<file path="src/hw/rtl/spq_pkg.sv">
package spq_pkg;

  localparam logic REQ_PUSH = 1'b0;
  localparam logic REQ_POP  = 1'b1;

  localparam logic [1:0] STAT_OK        = 2'd0;
  localparam logic [1:0] STAT_POP_EMPTY = 2'd1;
  localparam logic [1:0] STAT_PUSH_FULL = 2'd2;

  typedef struct packed {
    logic               req_type;
    logic [31:0]        push_payload;
    logic signed [15:0] push_priority;
  } spq_in_t;

  typedef struct packed {
    logic [31:0] popped_payload;
    logic        popped_valid;
    logic [1:0]  status;
    logic [31:0] head_payload;
    logic        head_valid;
    logic [4:0]  entry_count;
  } spq_out_t;

  // Per-cycle control broadcast to every cell.
  typedef struct packed {
    logic push_go;
    logic pop_go;
  } spq_cell_ctl_t;

endpackage

</file>
<file path="src/hw/rtl/spq_cell.sv">
module spq_cell
  import spq_pkg::*;
#(
  parameter int PAYLOAD_BITS  = 32,
  parameter int PRIORITY_BITS = 16
) (
  input  logic                            clk,
  input  logic                            rst_n,
  input  spq_cell_ctl_t                   ctl,
  input  logic [PAYLOAD_BITS-1:0]         new_payload,
  input  logic signed [PRIORITY_BITS-1:0] new_priority,
  input  logic                            keep_self,
  input  logic                            keep_left,
  input  logic [PAYLOAD_BITS-1:0]         left_payload,
  input  logic signed [PRIORITY_BITS-1:0] left_priority,
  input  logic                            left_used,
  input  logic [PAYLOAD_BITS-1:0]         right_payload,
  input  logic signed [PRIORITY_BITS-1:0] right_priority,
  input  logic                            right_used,
  output logic [PAYLOAD_BITS-1:0]         payload,
  output logic signed [PRIORITY_BITS-1:0] priority_val,
  output logic                            used,
  output logic                            lt_new,
  output logic                            le_new
);

  logic [PAYLOAD_BITS-1:0]         payload_r, payload_nxt;
  logic signed [PRIORITY_BITS-1:0] priority_r, priority_nxt;
  logic                            used_r, used_nxt;

  always_comb begin
    payload_nxt  = payload_r;
    priority_nxt = priority_r;
    used_nxt     = used_r;
    if (ctl.pop_go) begin
      // advance toward the head
      payload_nxt  = right_payload;
      priority_nxt = right_priority;
      used_nxt     = right_used;
    end else if (ctl.push_go && !keep_self) begin
      if (keep_left) begin
        payload_nxt  = new_payload;
        priority_nxt = new_priority;
        used_nxt     = 1'b1;
      end else begin
        // make room: take the left neighbor's entry
        payload_nxt  = left_payload;
        priority_nxt = left_priority;
        used_nxt     = left_used;
      end
    end
  end

  always_ff @(posedge clk) begin
    payload_r  <= payload_nxt;
    priority_r <= priority_nxt;
  end

  always_ff @(posedge clk) begin
    if (!rst_n) begin
      used_r <= 1'b0;
    end else begin
      used_r <= used_nxt;
    end
  end

  assign payload      = payload_r;
  assign priority_val = priority_r;
  assign used         = used_r;
  assign lt_new       = used_r && (priority_r < new_priority);
  assign le_new       = used_r && (priority_r <= new_priority);

endmodule

</file>
<file path="src/hw/rtl/sorted_priority_queue_top.sv">
// Result: out_data with out_valid is registered and appears in the cycle after start is taken.
// Throughput: one request per cycle; busy stays low, since every cell compares its
// priority with the new one in the same cycle and shifts in a single step.
// Reset: synchronous active-low rst_n empties the queue (cell used bits and count
// cleared); payload and priority registers are not reset. The receiver cannot stall.
module sorted_priority_queue_top
  import spq_pkg::*;
#(
  parameter int QUEUE_DEPTH   = 16,
  parameter int PAYLOAD_BITS  = 32,
  parameter int PRIORITY_BITS = 16
) (
  input  logic     clk,
  input  logic     rst_n,
  input  logic     start,
  output logic     busy,
  input  spq_in_t  in_data,
  output logic     out_valid,
  output spq_out_t out_data
);

  localparam int CW = $clog2(QUEUE_DEPTH + 1);

  logic [PAYLOAD_BITS-1:0]         cell_pay  [QUEUE_DEPTH];
  logic signed [PRIORITY_BITS-1:0] cell_pri  [QUEUE_DEPTH];
  logic [QUEUE_DEPTH-1:0]          cell_used;
  logic [QUEUE_DEPTH-1:0]          cell_lt;
  logic [QUEUE_DEPTH-1:0]          cell_le;
  logic [QUEUE_DEPTH-1:0]          keep;

  logic [63:0]                     in_pay_wide;
  logic signed [31:0]              in_pri_wide;
  logic [PAYLOAD_BITS-1:0]         new_pay;
  logic signed [PRIORITY_BITS-1:0] new_pri;

  logic          accept, is_push, is_pop, full;
  spq_cell_ctl_t ctl;

  logic [CW-1:0]  count_r, count_nxt;
  logic           out_valid_r;
  logic [31:0]    popped_r, popped_nxt;
  logic           popped_valid_r;
  logic [1:0]     status_r, status_nxt;
  logic [63:0]    head_wide;
  logic [31:0]    count_wide;
  logic [63:0]    pop_wide;

  assign busy   = 1'b0;
  assign accept = start && !busy;

  assign in_pay_wide = 64'(in_data.push_payload);
  assign in_pri_wide = 32'(in_data.push_priority);
  assign new_pay     = in_pay_wide[PAYLOAD_BITS-1:0];
  assign new_pri     = in_pri_wide[PRIORITY_BITS-1:0];

  assign is_push     = accept && (in_data.req_type == REQ_PUSH);
  assign is_pop      = accept && (in_data.req_type == REQ_POP);
  assign full        = (count_r == CW'(QUEUE_DEPTH));
  assign ctl.push_go = is_push && !full;
  assign ctl.pop_go  = is_pop && cell_used[0];

  // A tie with the head goes in front; any later tie goes behind.
  always_comb begin
    keep[0] = cell_lt[0];
    for (int i = 1; i < QUEUE_DEPTH; i++) begin
      keep[i] = cell_lt[0] && cell_le[i];
    end
  end

  for (genvar g = 0; g < QUEUE_DEPTH; g++) begin : g_cell
    logic [PAYLOAD_BITS-1:0]         l_pay, r_pay;
    logic signed [PRIORITY_BITS-1:0] l_pri, r_pri;
    logic                            l_used, r_used, l_keep;

    if (g == 0) begin : g_first
      assign l_pay  = '0;
      assign l_pri  = '0;
      assign l_used = 1'b0;
      assign l_keep = 1'b1;
    end else begin : g_mid
      assign l_pay  = cell_pay[g-1];
      assign l_pri  = cell_pri[g-1];
      assign l_used = cell_used[g-1];
      assign l_keep = keep[g-1];
    end

    if (g == QUEUE_DEPTH - 1) begin : g_last
      assign r_pay  = '0;
      assign r_pri  = '0;
      assign r_used = 1'b0;
    end else begin : g_inner
      assign r_pay  = cell_pay[g+1];
      assign r_pri  = cell_pri[g+1];
      assign r_used = cell_used[g+1];
    end

    spq_cell #(
      .PAYLOAD_BITS (PAYLOAD_BITS),
      .PRIORITY_BITS(PRIORITY_BITS)
    ) u_cell (
      .clk           (clk),
      .rst_n         (rst_n),
      .ctl           (ctl),
      .new_payload   (new_pay),
      .new_priority  (new_pri),
      .keep_self     (keep[g]),
      .keep_left     (l_keep),
      .left_payload  (l_pay),
      .left_priority (l_pri),
      .left_used     (l_used),
      .right_payload (r_pay),
      .right_priority(r_pri),
      .right_used    (r_used),
      .payload       (cell_pay[g]),
      .priority_val  (cell_pri[g]),
      .used          (cell_used[g]),
      .lt_new        (cell_lt[g]),
      .le_new        (cell_le[g])
    );
  end

  assign pop_wide = 64'(cell_pay[0]);

  always_comb begin
    count_nxt  = count_r;
    popped_nxt = '0;
    status_nxt = STAT_OK;
    if (ctl.push_go) begin
      count_nxt = count_r + CW'(1);
    end else if (ctl.pop_go) begin
      count_nxt  = count_r - CW'(1);
      popped_nxt = pop_wide[31:0];
    end
    if (is_push && full) begin
      status_nxt = STAT_PUSH_FULL;
    end else if (is_pop && !cell_used[0]) begin
      status_nxt = STAT_POP_EMPTY;
    end
  end

  always_ff @(posedge clk) begin
    if (!rst_n) begin
      count_r     <= '0;
      out_valid_r <= 1'b0;
    end else begin
      count_r     <= count_nxt;
      out_valid_r <= accept;
    end
  end

  always_ff @(posedge clk) begin
    if (accept) begin
      popped_r       <= popped_nxt;
      popped_valid_r <= ctl.pop_go;
      status_r       <= status_nxt;
    end
  end

  // Head read straight from the cells and count from count_r; both already hold the beat's result.
  assign head_wide  = cell_used[0] ? 64'(cell_pay[0]) : 64'd0;
  assign count_wide = 32'(count_r);

  assign out_valid               = out_valid_r;
  assign out_data.popped_payload = popped_r;
  assign out_data.popped_valid   = popped_valid_r;
  assign out_data.status         = status_r;
  assign out_data.head_payload   = head_wide[31:0];
  assign out_data.head_valid     = cell_used[0];
  assign out_data.entry_count    = count_wide[4:0];

endmodule

</file>
<file path="config.mk">
export PLATFORM = sky130hd
export DESIGN_NAME = sorted_priority_queue_top
export DESIGN_NICKNAME = d
export VERILOG_FILES = /design/src/hw/rtl/spq_pkg.sv /design/src/hw/rtl/spq_cell.sv /design/src/hw/rtl/sorted_priority_queue_top.sv
export SDC_FILE = /design/constraint.sdc
export NUM_CORES = 2
export LEC_CHECK = 0
export ABC_AREA = 1
export BUFFER_PORTS_ARGS = -buffer_cell sky130_fd_sc_hd__clkbuf_2
export CORE_ASPECT_RATIO = 0.7
export CORE_MARGIN = 1
export CORE_UTILIZATION = 58
export CTS_CLUSTER_DIAMETER = 60
export DETAILED_ROUTE_END_ITERATION = 16
export PLACE_DENSITY = 0.78
export SLEW_MARGIN = 20
export SYNTH_ARGS = -nofsm -noshare
export SYNTH_HDL_FRONTEND = slang
export SYNTH_HIERARCHICAL = 1
export SYNTH_SLANG_ARGS = --single-unit
</file>
<file path="constraint.sdc">
create_clock -name clk -period 3.8 [get_ports clk]
set_input_delay 0.19 -clock clk [delete_from_list [all_inputs] [get_ports clk]]
set_output_delay 0.19 -clock clk [all_outputs]
set_load 0.03 [all_outputs]
</file>
==> results.yml <==
clock_network:
  clk_path_buf_depth: 3
  clkTransAtPathRegs_ns: 0.06
  cts_made_buffers: 81
  clock_latency_ns: 0.67
  h-tree-depth: 3
  tritoncts: "done"
  cts_root_buf: "clkbuf_16"
  clkSinkCount: 825
  postCtsSetupBuffers: 0
route:
  first_iter_violations: 4553
  first_pass_iters: 7
  viasPerCell: 6.03
  num_vias: 42500
  detail-route-antenna-nets: 0
  routed_wirelength_mm: 134
  routedWlPerCell_um: 19.1
  drc: 0
layout:
  nets: 6161
  drive_above_1_share_pct: 7.41
  antenna_cells: 0
  areaGrowthSynthToFinish_pct: 8.81
  postLayoutCoreUtil_pct: 64.0
timing:
  rsz0062_at_grt: "false"
  skew_ns: 0.0248
  tightest_slew_ns: 1.13
  relSlewSlack_pct: 24.8
  final.min_clock_period_ns: 3.50
  tns_ns: 0
  fmax_mhz: 286
  hold_viol: 0
  slew_viol_final: 0
  finalCritPeriodShare_pct: 92.1
  setup_viol: 0
pwr:
  p_int_uw: 16900
  vdd_drop_max_uv: 349
  swShare_pct: 27.7
  combPwrFrac_pct: 14.1
  seqPwrFrac_pct: 49.9
  powerDensity_mw_per_mm2: 442
  leakagePower_uw: 0.0231
  p_sw_uw: 6470
  clkPwrFrac_pct: 36.0
global_route:
  grt_pass1_wl_mm: 216
  antenna_found_initial: 1
  grt_max_degree: 132
  grt_busiest_layer: "met2"
  grt_pass1_vias: 42000
  grtUsageTotal_pct: 31.0
  gr-usage-met1_pct: 43.3
  grt_remaining_overflow: 0
  grt.met2_usage_pct: 51.1
  grt_use_met3_pct: 3.65
floorplan:
  die-height_um: 244
  io_pins: 127
  die_x_um: 348
  coreArea_mm2: 0.0827
  std_cell_rows: 88
  fp.dieArea_mm2: 0.0850
  initial_core_util_pct: 58.8
setup_path:
  startpoint_type: "flip-flop"
  critPathKind: "reg -> reg"
  worst_ep_required_time_ns: 4.20
  critPathCaptureType: "flip-flop"
  critPathMostFrequentCell: "nand2_1"
  ff2ff_path_depth: 17
  critPathMaxStageDelay_ns: 0.53
  crit_chain: "ha_1 > a21oi_1 > nand2_1 > nand2_1 > nand2_1 > nand2_2 > nand2_1 > nand2_1 > nand3_2 > inv_2 > nand2_1 > inv_1 > buf_4 > inv_2 > buf_12 > nand2_1 > a21oi_1"
  cp_max_fo: 49
  cp.arrival_ns: 3.90
  crit_slowest_cell: "buf_4"
yosys:
  synthCells: 5779
  avgSynthCellArea_um2: 8.41
  synth_area_mm2: 0.0486
  yosysWarnings: 6
flow_run:
  cap_violations: 0
status:
  status: "complete, no violations"
place:
  gp_congestion: 0.905
  dp_hpwl_mm: 91.8
  numPortBuffers: 125
min_path:
  hp-class: "in -> reg"
  whs_path_depth: 3
-- state kept, by name, summed over array words and instances (netlist names) --
register and count:
count_r 5, g_cell.u_cell/payload 512, g_cell.u_cell/priority_val 256, g_cell.u_cell/used 16
out_valid 1, popped_r 32, popped_valid_r 1, status_r 2
-- cells in the final DEF (no fill, tap or decap), types with 3 or more instances in the layout --
cell / n
a21boi_1: 16
clkinv_2: 20
inv_4: 11
clkbuf_1: 11
nand3_1: 68
conb_1: 103
buf_4: 67
a21oi_1: 1651
clkinv_8: 3
nand2_1: 1141
dlygate4sd3_1: 4
nand4_1: 16
clkinv_1: 30
clkinvlp_4: 4
o221ai_1: 16
nand2_2: 19
o21ai_0: 20
ha_1: 259
nand3_2: 16
clkbuf_2: 125
nor2_1: 877
dfxtp_1: 22
clkbuf_16: 83
bufinv_16: 10
buf_12: 20
a21o_1: 16
inv_1: 420
edfxtp_1: 803
inv_2: 39
nor2_2: 16
-- worst paths after layout --
kind	slack, ns	from	endpoint
worst min-delay path	0.09	rst_n	out_valid
worst max-delay path	0.30	g_cell[0].u_cell/priority_val[3]	g_cell[14].u_cell/payload[4]
worst max register to register	0.30	g_cell[0].u_cell/priority_val[3]	g_cell[14].u_cell/payload[4]
worst min register to register	0.54	g_cell[15].u_cell/used	g_cell[15].u_cell/used
-- layer usage --
layer,wire length (µm),up-vias
li1,-,19700
met1,56300,20500
met2,63600,2084
met3,11200,227
met4,3150,0
met5,0,-
-- final cells by class --
cell class                 instances  area (µm²)
fill                            6922       29800
sequential                       825       24600
multi-input combinational       4237       20800
clock buffer                      95        2130
inverter                         487        1860
timing repair buffer             217        1580
tap                             1125        1410
clock inverter                    53         571
-- repair_timing --
| action | in CTS | in global routing |
|---|---|---|
| endpoints found under the setup margin | 0 | 517 |
| resized for setup | 0 | 11 |
| endpoints found under the hold margin | 3 | 0 |
| hold buffers | 4 | 0 |
-- power by group through the flow --
stage                     Combinational [µW]  Clock, µW  Sequential, µW
final                                   3310       8420           11700
after CTS                               3230       8480           11700
after global placement                  3040          0           11900
after detailed placement                3200          0           11800
after floorplan                         2220          0           11700
after global routing                    3690       8820           11700
-- metrics by stage --
step	power (µW)	hold WS, ns	worst slack, ns	cells	area, µm²
2_1_floorplan	13900	0.283	0.211	5880	49000
3_3_place_gp	14900	0.547	0.235	6887	50100
3_5_place_dp	15100	0.534	0.162	6887	50100
4_1_cts	23400	0.0602	0.285	7039	52900
5_1_grt	24200	0.0865	0.117	7039	52900
6_report	23400	0.0897	0.300	7039	52900
-- critical path: cells and delay by family (launching register included) --
kind	cells	cell delay, ns
adder cells (fa/ha/maj)	1	0.31
AND/OR/NAND/NOR	9	0.97
buffers and inverters	5	1.26
AO/OA/AOI/OAI	2	0.25
flip-flops	1	0.40
Power figures use the tool's default switching activity.
